<file path="src/rbd_pkg.sv">
// Shared types and constants for the RGBA box downscaler.
// No dependencies; every other file in src imports this package.
`default_nettype none

package rbd_pkg;

  localparam int CH_W      = 8;   // one colour channel
  localparam int SUM_W     = 12;  // per-channel block sum, wraps at this width
  localparam int ROW_W     = 13;  // row_width register
  localparam int SCALE_W   = 2;   // scale_log2 register
  localparam int CFG_IDX_W = 2;
  localparam int CFG_DAT_W = ROW_W;
  localparam int Q_DEPTH   = 2;   // front-to-back queue entries

  localparam logic [ROW_W-1:0]   ROW_WIDTH_RST = 13'd4;
  localparam logic [SCALE_W-1:0] SCALE_RST     = 2'd0;
  localparam logic [SCALE_W-1:0] SCALE_MAX     = 2'd2;

  typedef enum logic [CFG_IDX_W-1:0] {
    CFG_ROW_WIDTH  = 2'd0,
    CFG_SCALE_LOG2 = 2'd1
  } cfg_idx_t;

  typedef struct packed {
    logic            start_of_frame;
    logic [CH_W-1:0] red_in;
    logic [CH_W-1:0] green_in;
    logic [CH_W-1:0] blue_in;
  } in_pix_t;

  typedef struct packed {
    logic [CH_W-1:0] red_out;
    logic [CH_W-1:0] green_out;
    logic [CH_W-1:0] blue_out;
    logic            row_end;
  } out_pix_t;

  // One classified pixel, as handed from the front to the back.
  typedef struct packed {
    logic               clr;      // first pixel of its block: overwrite the sum
    logic               emit;     // bottom-right pixel: produce a result
    logic               row_end;  // last whole block of the output row
    logic [SCALE_W-1:0] scale;    // effective log2 of the block size
    logic [CH_W-1:0]    r;
    logic [CH_W-1:0]    g;
    logic [CH_W-1:0]    b;
  } op_t;

  typedef struct packed {
    logic [SUM_W-1:0] r;
    logic [SUM_W-1:0] g;
    logic [SUM_W-1:0] b;
  } sum_t;

endpackage

`default_nettype wire

</file>
<file path="src/rbd_queue.sv">
// Short FIFO between the front and the back of the downscaler.
// Depends on rbd_pkg for its depth.
`default_nettype none

module rbd_queue #(
  parameter int DW = 8
) (
  input  wire logic          clk,
  input  wire logic          rst_n,
  input  wire logic          push,
  input  wire logic [DW-1:0] push_data,
  input  wire logic          pop,
  output logic               head_vld,
  output logic [DW-1:0]      head_data,
  output logic               full
);
  import rbd_pkg::*;

  localparam int PTR_W = (Q_DEPTH > 1) ? $clog2(Q_DEPTH) : 1;
  localparam int CNT_W = $clog2(Q_DEPTH + 1);

  logic [DW-1:0]    store_r [Q_DEPTH];
  logic [PTR_W-1:0] wr_ptr_r, wr_ptr_nxt;
  logic [PTR_W-1:0] rd_ptr_r, rd_ptr_nxt;
  logic [CNT_W-1:0] cnt_r, cnt_nxt;

  assign head_vld  = (cnt_r != '0);
  assign head_data = store_r[rd_ptr_r];
  assign full      = (cnt_r == CNT_W'(Q_DEPTH));

  always_comb begin
    wr_ptr_nxt = wr_ptr_r;
    rd_ptr_nxt = rd_ptr_r;
    cnt_nxt    = cnt_r;
    if (push) begin
      wr_ptr_nxt = (wr_ptr_r == PTR_W'(Q_DEPTH - 1)) ? '0 : wr_ptr_r + 1'b1;
    end
    if (pop) begin
      rd_ptr_nxt = (rd_ptr_r == PTR_W'(Q_DEPTH - 1)) ? '0 : rd_ptr_r + 1'b1;
    end
    if (push && !pop) begin
      cnt_nxt = cnt_r + 1'b1;
    end else if (pop && !push) begin
      cnt_nxt = cnt_r - 1'b1;
    end
  end

  always_ff @(posedge clk) begin
    if (!rst_n) begin
      wr_ptr_r <= '0;
      rd_ptr_r <= '0;
      cnt_r    <= '0;
    end else begin
      wr_ptr_r <= wr_ptr_nxt;
      rd_ptr_r <= rd_ptr_nxt;
      cnt_r    <= cnt_nxt;
    end
  end

  always_ff @(posedge clk) begin
    if (push) begin
      store_r[wr_ptr_r] <= push_data;
    end
  end

endmodule

`default_nettype wire

</file>
<file path="config.mk">
export PLATFORM = sky130hd
export DESIGN_NAME = rbd_queue
export DESIGN_NICKNAME = d
export VERILOG_FILES = /design/src/rbd_pkg.sv /design/src/rbd_queue.sv
export SDC_FILE = /design/constraint.sdc
export NUM_CORES = 1
export LEC_CHECK = 0
export BUFFER_PORTS_ARGS = -buffer_cell sky130_fd_sc_hd__buf_2
export CAP_MARGIN = 10
export CORE_UTILIZATION = 44
export CTS_CLUSTER_SIZE = 20
export DETAILED_ROUTE_END_ITERATION = 8
export PLACE_DENSITY_LB_ADDON = 0.05
export REMOVE_ABC_BUFFERS = 1
export SKIP_CTS_REPAIR_TIMING = 1
export SYNTH_ARGS = -nofsm -noshare
export SYNTH_HDL_FRONTEND = slang
export SYNTH_SLANG_ARGS = --single-unit
export TNS_END_PERCENT = 50
</file>
<file path="constraint.sdc">
create_clock -name clk -period 1.1 [get_ports clk]
set_input_delay 0.055 -clock clk [delete_from_list [all_inputs] [get_ports clk]]
set_output_delay 0.055 -clock clk [all_outputs]
set_load 0.02 [all_outputs]
</file>
==> metrics <==
setup ws final=-0.176 ns; pins over their slew limit=0; Post-Syn Area=797 sq um; area after detailed placement=around 1000 sq um; Netlist cell types=16; TNS Setup=-1.47 ns; number of H-tree levels=1; fin crit share=1.16; Max clock buf depth=2; worst-skew pair later-pin latency=0.29 ns; min Tclk post-route=~1.3 ns; post-DP HPWL=884 microns; Tot GR Track Use=0.136; critical path's slowest cell=dfxtp_2; PD cells=approximately 1400 nW/um^2; vias per inst=4.51; Adder-Cell Fraction of Synth Area=0.0157; most frequent CP cell=buf_6; Die Y=44.6 microns; end-of-flow core utilization=0.698; reg-to-reg slack, setup=0.11 ns; DR vias=496; largest family of logic cells by synthesized area=multiplexers; initial antenna violation count=0; R2R cell count=3; Crit path largest cell delay=~0.36 ns; Starting Density=0.467; Routed WL per cell=11.3 microns; final instance area=1190 sq um; reg2reg end=cnt_r[1]; compound-cell area share of the yosys netlist=0.0251; CTS Root Cell=clkbuf_4; TritonCTS buffer count=3; Top Family by Delay on Critical Path=flip-flops; hold_sp=rst_n; vias in the first global route=400; Buf+Inv Stages, Crit Path=2; Simple-Gate Fraction of Synth Area=0.0738; CTS tree=done; commonest non-fill, non-tap cell in the layout=edfxtp_1; Worst EP required=between 1 and 1.5 ns; crit start category=register; Area growth syn-to-layout=49.6%; P_leak=0.499 nW; core area=between 1500 and 2000 sq um; mux contribution to synthesized area=0.113; post-route ant nets=0; Yosys Warn Count=0; Final Skew=around 0.0019 ns; Final setup viols=10; violated checks=setup timing; CTS clk-pin slew, worst paths=0.10 ns; Nets=99; RSZ-0062 raised after global routing=yes; WP data arrival=1.22 ns; Worst Setup EP=head_data[6]; crit path kind=register to primary output; FMAX=784 MHz; Peak supply drop=976 uV; TritonRoute pass-1 iters=2; gp weighted congestion=0.636; Fin. Hold Viols=0; Layout Cells excl Fill=110; Max Cap Viol=0; status=finished with violations; Sink Count=21; sequential-to-total area share from yosys stat=0.728; die area=1990 sq um; first-pass GRT wire length=approximately 1800 microns; FF+latch count, synth=21; crit-path max FO=5; layout cells sized above 1=0.494; # port buffers=21; R2R Path Start=cnt_r[0]; synthesized area per cell=about 17 sq um; 1st-iter DRT viols=8; crit end category=primary output; largest net degree at the start of global routing=12; gr ovfl total=0; Site Rows=15; Ant. Diodes=0; Post-Synth XOR/XNOR Area=0.0330; crit path cell chain=buf_6 > mux2_4 > buf_6; most frequent cells in the layout=edfxtp_1 (16), buf_2 (12), buf_6 (12); total power=between 1.5 and 2 mW; Ports=22; Detailed Route WL=1240 microns; detailed-route DRC error count=0; Cells after DPL=just under 100; die width=44.6 microns; worst slew pin tran=0.182 ns; Hold Path Class=input port to register; CP Depth=3; relative slew slack=0.878; Syn Inst Count=47
[worst min path at each step]
stage                    endpoint  slack, ns  cells after the start
finish                   wr_ptr_r       0.02                      2
global route             wr_ptr_r      0.006                      2
CTS                 store_r[1][0]      -0.06                      1
detailed placement  store_r[1][7]       0.25                      1
global placement    store_r[0][5]       0.24                      1
floorplan           store_r[0][0]       0.15                      0
[worst register-to-register path, stage by stage (launching register included)]
cell	delay, ns
dfxtp_2	0.35
xor2_1	0.16
or3_1	0.30
a21boi_1	0.13
[cell families after synthesis]
| group | Yosys count |
|---|---|
| flip-flops | 21 |
| AND/OR/NAND/NOR | 9 |
| multiplexers | 8 |
| AO/OA/AOI/OAI | 3 |
| XOR/XNOR | 3 |
| buffers and inverters | 2 |
| adder cells (fa/ha/maj) | 1 |
[flip-flops by register name, indices dropped and copies added, names as in the netlist, named ones only]
signal and flops:
rd_ptr_r 1, cnt_r 2, store_r 16, wr_ptr_r 1
[per-layer routing]
layer	GRT usage	wire length, microns	up-vias
met5	0	0	-
met4	0.0909	32	0
met3	0.0245	35	4
met2	0.224	639	14
met1	0.162	533	232
li1	-	-	246
[cell usage after synthesis]
| master | count | share of area |
|---|---|---|
| inv_1 | 1 | 0.0047 |
| ha_1 | 1 | 0.016 |
| xnor2_1 | 1 | 0.011 |
| buf_2 | 1 | 0.0063 |
| o21ai_0 | 1 | 0.0063 |
| edfxtp_1 | 16 | 0.60 |
| or2_2 | 1 | 0.0079 |
| and2b_2 | 1 | 0.011 |
| nor2b_1 | 2 | 0.016 |
| xor2_1 | 2 | 0.022 |
| mux2_2 | 8 | 0.11 |
| dfxtp_1 | 5 | 0.13 |
| a21boi_1 | 1 | 0.0094 |
| or3_1 | 1 | 0.0079 |
| and2_1 | 4 | 0.031 |
| o21a_1 | 1 | 0.0094 |
[stage by stage]
| stage | hold WS, ns | setup slack (ns) |
|---|---|---|
| after floorplan | 0.154 | -0.00427 |
| after global placement | 0.242 | 0.0638 |
| after detailed placement | 0.250 | 0.0415 |
| after CTS | -0.0618 | -0.254 |
| after global routing | 0.00577 | -0.213 |
| final | 0.0177 | -0.176 |
[layout make-up]
type,count,area [sq um]
Timing Repair Buffer,35,310
Tap cell,25,31.3
Sequential cell,21,583
Clock buffer,4,26.3
Multi-Input combinational cell,24,238
Inverter,1,3.75
Fill cell,116,515
[report_power, final]
group | internal, mW | switching (mW) | total (mW)
clock network | 0.141 | 0.207 | 0.347
registers | 0.910 | 0.0227 | 0.932
logic | 0.227 | 0.158 | 0.385
total | 1.28 | 0.387 | 1.66
Power figures use the tool's default switching activity.
