==> src/rbd_pkg.sv <==
// Shared types and constants for the RGBA box downscaler.
// No dependencies; every other file in src imports this package.
`default_nettype none

package rbd_pkg;

  localparam int CH_W      = 8;   // one colour channel
  localparam int SUM_W     = 12;  // per-channel block sum, wraps at this width
  localparam int ROW_W     = 13;  // row_width register
  localparam int SCALE_W   = 2;   // scale_log2 register
  localparam int CFG_IDX_W = 2;
  localparam int CFG_DAT_W = ROW_W;
  localparam int Q_DEPTH   = 2;   // front-to-back queue entries

  localparam logic [ROW_W-1:0]   ROW_WIDTH_RST = 13'd4;
  localparam logic [SCALE_W-1:0] SCALE_RST     = 2'd0;
  localparam logic [SCALE_W-1:0] SCALE_MAX     = 2'd2;

  typedef enum logic [CFG_IDX_W-1:0] {
    CFG_ROW_WIDTH  = 2'd0,
    CFG_SCALE_LOG2 = 2'd1
  } cfg_idx_t;

  typedef struct packed {
    logic            start_of_frame;
    logic [CH_W-1:0] red_in;
    logic [CH_W-1:0] green_in;
    logic [CH_W-1:0] blue_in;
  } in_pix_t;

  typedef struct packed {
    logic [CH_W-1:0] red_out;
    logic [CH_W-1:0] green_out;
    logic [CH_W-1:0] blue_out;
    logic            row_end;
  } out_pix_t;

  // One classified pixel, as handed from the front to the back.
  typedef struct packed {
    logic               clr;      // first pixel of its block: overwrite the sum
    logic               emit;     // bottom-right pixel: produce a result
    logic               row_end;  // last whole block of the output row
    logic [SCALE_W-1:0] scale;    // effective log2 of the block size
    logic [CH_W-1:0]    r;
    logic [CH_W-1:0]    g;
    logic [CH_W-1:0]    b;
  } op_t;

  typedef struct packed {
    logic [SUM_W-1:0] r;
    logic [SUM_W-1:0] g;
    logic [SUM_W-1:0] b;
  } sum_t;

endpackage

`default_nettype wire

==> src/rbd_front.sv <==
// Front of the downscaler: configuration registers, raster position tracking
// and per-pixel classification into block operations. Depends on rbd_pkg.
`default_nettype none

module rbd_front #(
  parameter int MAX_WIDTH = 4096,
  parameter int AW        = 12
) (
  input  wire logic                            clk,
  input  wire logic                            rst_n,
  input  wire logic                            cfg_valid,
  input  wire logic [rbd_pkg::CFG_IDX_W-1:0]   cfg_index,
  input  wire logic [rbd_pkg::CFG_DAT_W-1:0]   cfg_data,
  input  wire logic                            in_valid,
  input  wire rbd_pkg::in_pix_t                in_data,
  input  wire logic                            q_full,
  input  wire logic                            clr_busy,
  output logic                                 in_ready,
  output logic                                 push,
  output logic [AW-1:0]                        push_addr,
  output rbd_pkg::op_t                         push_op
);
  import rbd_pkg::*;

  // position width: covers any programmed row width and MAX_WIDTH itself
  localparam int MW_W = $clog2(MAX_WIDTH + 1);
  localparam int PW   = (ROW_W > MW_W) ? ROW_W : MW_W;

  logic [ROW_W-1:0]   row_width_r;
  logic [SCALE_W-1:0] scale_r;
  logic [PW-1:0]      col_r, col_nxt;
  logic [1:0]         rib_r, rib_nxt;

  logic [PW-1:0]      w_raw, w_eff, blocks, col, bx, blocks_m1;
  logic [PW:0]        col_inc;
  logic [SCALE_W-1:0] s;
  logic [1:0]         fm, rib, lowbits;
  logic               in_range, fire;

  always_comb begin
    w_raw = PW'(row_width_r);
    if (w_raw == '0) begin
      w_eff = PW'(1);
    end else if (w_raw > PW'(MAX_WIDTH)) begin
      w_eff = PW'(MAX_WIDTH);
    end else begin
      w_eff = w_raw;
    end

    s = (scale_r > SCALE_MAX) ? SCALE_MAX : scale_r;
    case (s)
      2'd0:    fm = 2'b00;
      2'd1:    fm = 2'b01;
      default: fm = 2'b11;
    endcase

    // start of frame restarts the position before this pixel is used
    col = in_data.start_of_frame ? '0 : col_r;
    rib = in_data.start_of_frame ? 2'b00 : (rib_r & fm);

    blocks    = w_eff >> s;
    blocks_m1 = blocks - 1'b1;
    bx        = col >> s;
    lowbits   = col[1:0] & fm;
    in_range  = (col < w_eff) && (bx < blocks);

    col_inc = {1'b0, col} + 1'b1;
    if (col_inc >= {1'b0, w_eff}) begin
      col_nxt = '0;
      rib_nxt = (rib + 1'b1) & fm;
    end else begin
      col_nxt = col_inc[PW-1:0];
      rib_nxt = rib;
    end
  end

  assign in_ready  = !clr_busy && !q_full;
  assign fire      = in_valid && in_ready;
  assign push      = fire && in_range;
  assign push_addr = bx[AW-1:0];

  always_comb begin
    push_op.clr     = (rib == 2'b00) && (lowbits == 2'b00);
    push_op.emit    = (rib == fm) && (lowbits == fm);
    push_op.row_end = (bx == blocks_m1);
    push_op.scale   = s;
    push_op.r       = in_data.red_in;
    push_op.g       = in_data.green_in;
    push_op.b       = in_data.blue_in;
  end

  always_ff @(posedge clk) begin
    if (!rst_n) begin
      row_width_r <= ROW_WIDTH_RST;
      scale_r     <= SCALE_RST;
      col_r       <= '0;
      rib_r       <= '0;
    end else begin
      if (cfg_valid) begin
        case (cfg_idx_t'(cfg_index))
          CFG_ROW_WIDTH:  row_width_r <= cfg_data;
          CFG_SCALE_LOG2: scale_r     <= cfg_data[SCALE_W-1:0];
          default: ;
        endcase
      end
      if (fire) begin
        col_r <= col_nxt;
        rib_r <= rib_nxt;
      end
    end
  end

endmodule

`default_nettype wire

==> config.mk <==
export PLATFORM = sky130hd
export DESIGN_NAME = rbd_front
export DESIGN_NICKNAME = d
export VERILOG_FILES = /design/src/rbd_pkg.sv /design/src/rbd_front.sv
export SDC_FILE = /design/constraint.sdc
export NUM_CORES = 1
export LEC_CHECK = 0
export BUFFER_PORTS_ARGS = -buffer_cell sky130_fd_sc_hd__buf_2
export CORE_MARGIN = 5
export CORE_UTILIZATION = 47
export CTS_CLUSTER_SIZE = 10
export DETAILED_ROUTE_END_ITERATION = 16
export GPL_TIMING_DRIVEN = 1
export MAX_ROUTING_LAYER = met4
export PLACE_DENSITY = 0.71
export SLEW_MARGIN = 0
export SYNTH_ARGS = -nofsm -noshare
export SYNTH_HDL_FRONTEND = slang
export SYNTH_SLANG_ARGS = --single-unit
export TNS_END_PERCENT = 1
==> constraint.sdc <==
create_clock -name clk -period 5.6 [get_ports clk]
set_input_delay 0.84 -clock clk [delete_from_list [all_inputs] [get_ports clk]]
set_output_delay 0.84 -clock clk [all_outputs]
set_load 0.02 [all_outputs]
==> qor.csv <==
stage;metric;value;unit
power_and_ir_drop;p_int;0.000386;W
global_routing;antenna_found_initial;0;
global_routing;grt_max_degree;35;
clocking;cts_num_sinks;30;
logic_synthesis;netlist_area;3990;µm²
logic_synthesis;seq_area_frac_synth;15.1;%
power_and_ir_drop;p_comb_share;28.1;%
setup_path;critPathMaxStageDelay;0.58;ns
finish;diodes;0;
place;dp_cells;634;
logic_synthesis;ys_async_sr_fraction;0;%
drt;finalWirelength;10300;µm
logic_synthesis;synthTopCellsByCount;nand2_1, ha_1, nor2_1, dfxtp_1, nand3_1;
floorplanning;die_w;102;µm
drt;drt_first_pass_iters;5;
sta;period_share;83.1;%
clocking;htreeDepth;2;
setup_path;cp.required;4.76;ns
setup_path;crit_type;reg -> out;
setup_path;cpMaxStageDelayCell;or4_4;
logic_synthesis;syn_nets;624;
setup_path;r2r-end;col_r[4];
power_and_ir_drop;p_switching;0.000190;W
floorplanning;start_util;48.3;%
min_path;hold_end;col_r[0];
drt;vias;3709;
logic_synthesis;yosysWarnings;0;
sta;tightest_slew;0.844;ns
power_and_ir_drop;p_seq_share;39.8;%
floorplanning;die_area;10400;µm²
clocking;post-cts-setup-buffer-count;0;
min_path;min_from;col_r[0];
logic_synthesis;synth_top_cell_area_share;15.1;%
logic_synthesis;ys_types;60;
logic_synthesis;synth_edf_count;0;
sta;slew_headroom;43.4;%
setup_path;ff2ff_path_depth;13;
floorplanning;coreArea;8260;µm²
setup_path;worstPathArrival;3.81;ns
logic_synthesis;ys_seq_elements;30;
floorplanning;io_pins;89;
power_and_ir_drop;clkPwrFrac;32.1;%
place;gp_congestion;0.933;
clocking;clk-insertion-delay-late;0.29;ns
place;portBuffers;40;
clocking;hold_buffers;0;
drt;final_antenna_net_count;0;
sta;clock_skew;0.00650;ns
power_and_ir_drop;finalPower;0.000575;W
finish;area_delta_synth_final;2.95;%
logic_synthesis;yosysTopAreaCell;dfxtp_1;
sta;finalSetupViolCount;0;
sta;rsz0062_at_grt;no;
setup_path;critPathMaxFanout;7;
power_and_ir_drop;sw_frac_of_total;33.0;%
logic_synthesis;synthTopCellsByArea;dfxtp_1, ha_1, nand2_1;
sta;setup_tns;0;ns
floorplanning;die_y;102;µm
finish;layoutNonFillerInstCount;642;
setup_path;worst-path-buf-inv;1;
global_routing;grt_pass1_wl;17200;µm
sta;slew_viol_final;0;
clocking;cts_resized;0;
min_path;hp-class;reg -> reg;
outcome;outcome;completed;
sta;fin_crit;4.65;ns
place;dp_hpwl;8020;µm
power_and_ir_drop;peakVddDrop;103;µV
global_routing;track_usage;20.9;%
clocking;cts_max_path_buffers;2;
drt;drc;0;
drt;drt_iter0_markers;241;
finish;drive_above_1_share;14.5;%
clocking;clk_pin_slew_worst_paths;0.06;ns
clocking;root_buffer;clkbuf_8;
finish;finalNetCount;625;
setup_path;crit_path_start_kind;flip-flop;
logic_synthesis;synth_flop_cell;dfxtp_1;
setup_path;critPathCaptureType;primary output;
min_path;worstHoldPathCells;2;
power_and_ir_drop;power_density;140;nW/µm²
clocking;cts_made_buffers;5;
setup_path;ff2ff_setup_slack;1.83;ns
global_routing;grt_pass1_vias;3515;
flow_run;max-cap-violations;0;
logic_synthesis;syn_avg_cell_area;7.45;µm²
setup_path;crit_family;compound AO/OA/AOI/OAI gates;
sta;hold_viol_final;0;
logic_synthesis;synth.most_common_cell;nand2_1;
drt;viasPerCell;5.78;
setup_path;r2r-start;col_r[1];
sta;clock.fmax;215;MHz
logic_synthesis;syn_inst;535;
global_routing;grt_overflow;0;
power_and_ir_drop;leakagePower;1.63;nW
floorplanning;core.rowCount;33;
setup_path;crit_chain;or4_4 -> o41a_2 -> a311o_1 -> ha_1 -> nor2b_1 -> o21a_1 -> o21a_1 -> o21ai_0 -> nand2b_1 -> a21oi_1 -> o21ai_0 -> a311oi_1 -> buf_2;
drt;wl_per_cell;16.0;µm
clocking;cts_tree;done;
power by group through the flow:
stage / registers, W / clock network (W) / logic [W]
final: 0.000229 / 0.000185 / 0.000161
after CTS: 0.000229 / 0.000188 / 0.000160
after floorplan: 0.000228 / 0 / 0.000152
after detailed placement: 0.000234 / 0 / 0.000159
after global routing: 0.000230 / 0.000201 / 0.000179
after global placement: 0.000234 / 0 / 0.000155
stage by stage:
step | setup slack (ns) | hold WS (ns) | util, % | instance area (µm²)
5_1_grt | 0.702 | 0.567 | 49.7 | 4110
6_report | 0.948 | 0.519 | 49.7 | 4110
3_3_place_gp | 1.31 | 0.500 | 48.6 | 4010
4_1_cts | 0.954 | 0.528 | 49.7 | 4110
3_5_place_dp | 1.11 | 0.521 | 48.6 | 4010
2_1_floorplan | 1.22 | 0.469 | - | 3990
worst max-delay path by stage:
stage | slack [ns] | end | cells past startpoint | from
2_1_floorplan | 1.22 | push | 13 | scale_r[0]
3_3_place_gp | 1.31 | push | 13 | row_width_r[10]
3_5_place_dp | 1.11 | col_r[6] | 16 | in_data[24]
4_1_cts | 0.95 | push | 13 | row_width_r[7]
5_1_grt | 0.70 | push | 11 | scale_r[1]
6_report | 0.95 | push | 13 | row_width_r[7]
registers in the layout, indices dropped and copies added, names as in the netlist:
register and count:
col_r 13, rib_r 2, row_width_r 13, scale_r 2
cell families (layout without fill, tap and decap cells):
kind of cell,count (synthesis),in the layout,synth area share (%)
AO/OA/AOI/OAI,126,126,22.6
adder cells (fa/ha/maj),43,43,13.5
XOR/XNOR,20,20,4.39
AND/OR/NAND/NOR,217,217,26.5
flip-flops,30,30,15.1
buffers and inverters,71,73,10.6
multiplexers,28,28,7.37
cells in the final DEF (no fill, tap or decap), drive strengths merged, types with 25 or more instances in the layout:
cell     n
dfxtp   30
o21ai   26
nor2b   25
nor2    32
nand2   89
nand3   29
a21boi  26
a21oi   25
buf     46
ha      43
layout make-up:
cell class / count / area (µm²)
timing repair buffer: 46 / 245
clock buffer: 7 / 86.3
tap: 105 / 131
fill: 813 / 4150
clock inverter: 1 / 5.00
multi-input combinational: 434 / 2970
inverter: 19 / 71.3
sequential: 30 / 601
routing by layer:
layer  vias up  GRT usage, %  share of wire (%)
li1       1864             -                  -
met1      1706          27.7                 46
met2       119          33.4                 47
met3        20          2.39                5.8
met4         0          6.46                1.6
met5         -             -                  0
worst min-delay path, delay by kind of cell (launching register included):
kind / cells / cell delay, ns
flops: 1 / 0.34
compound gates: 1 / 0.07
simple gates: 1 / 0.06
Note: power is estimated with default switching activity, not from simulation.
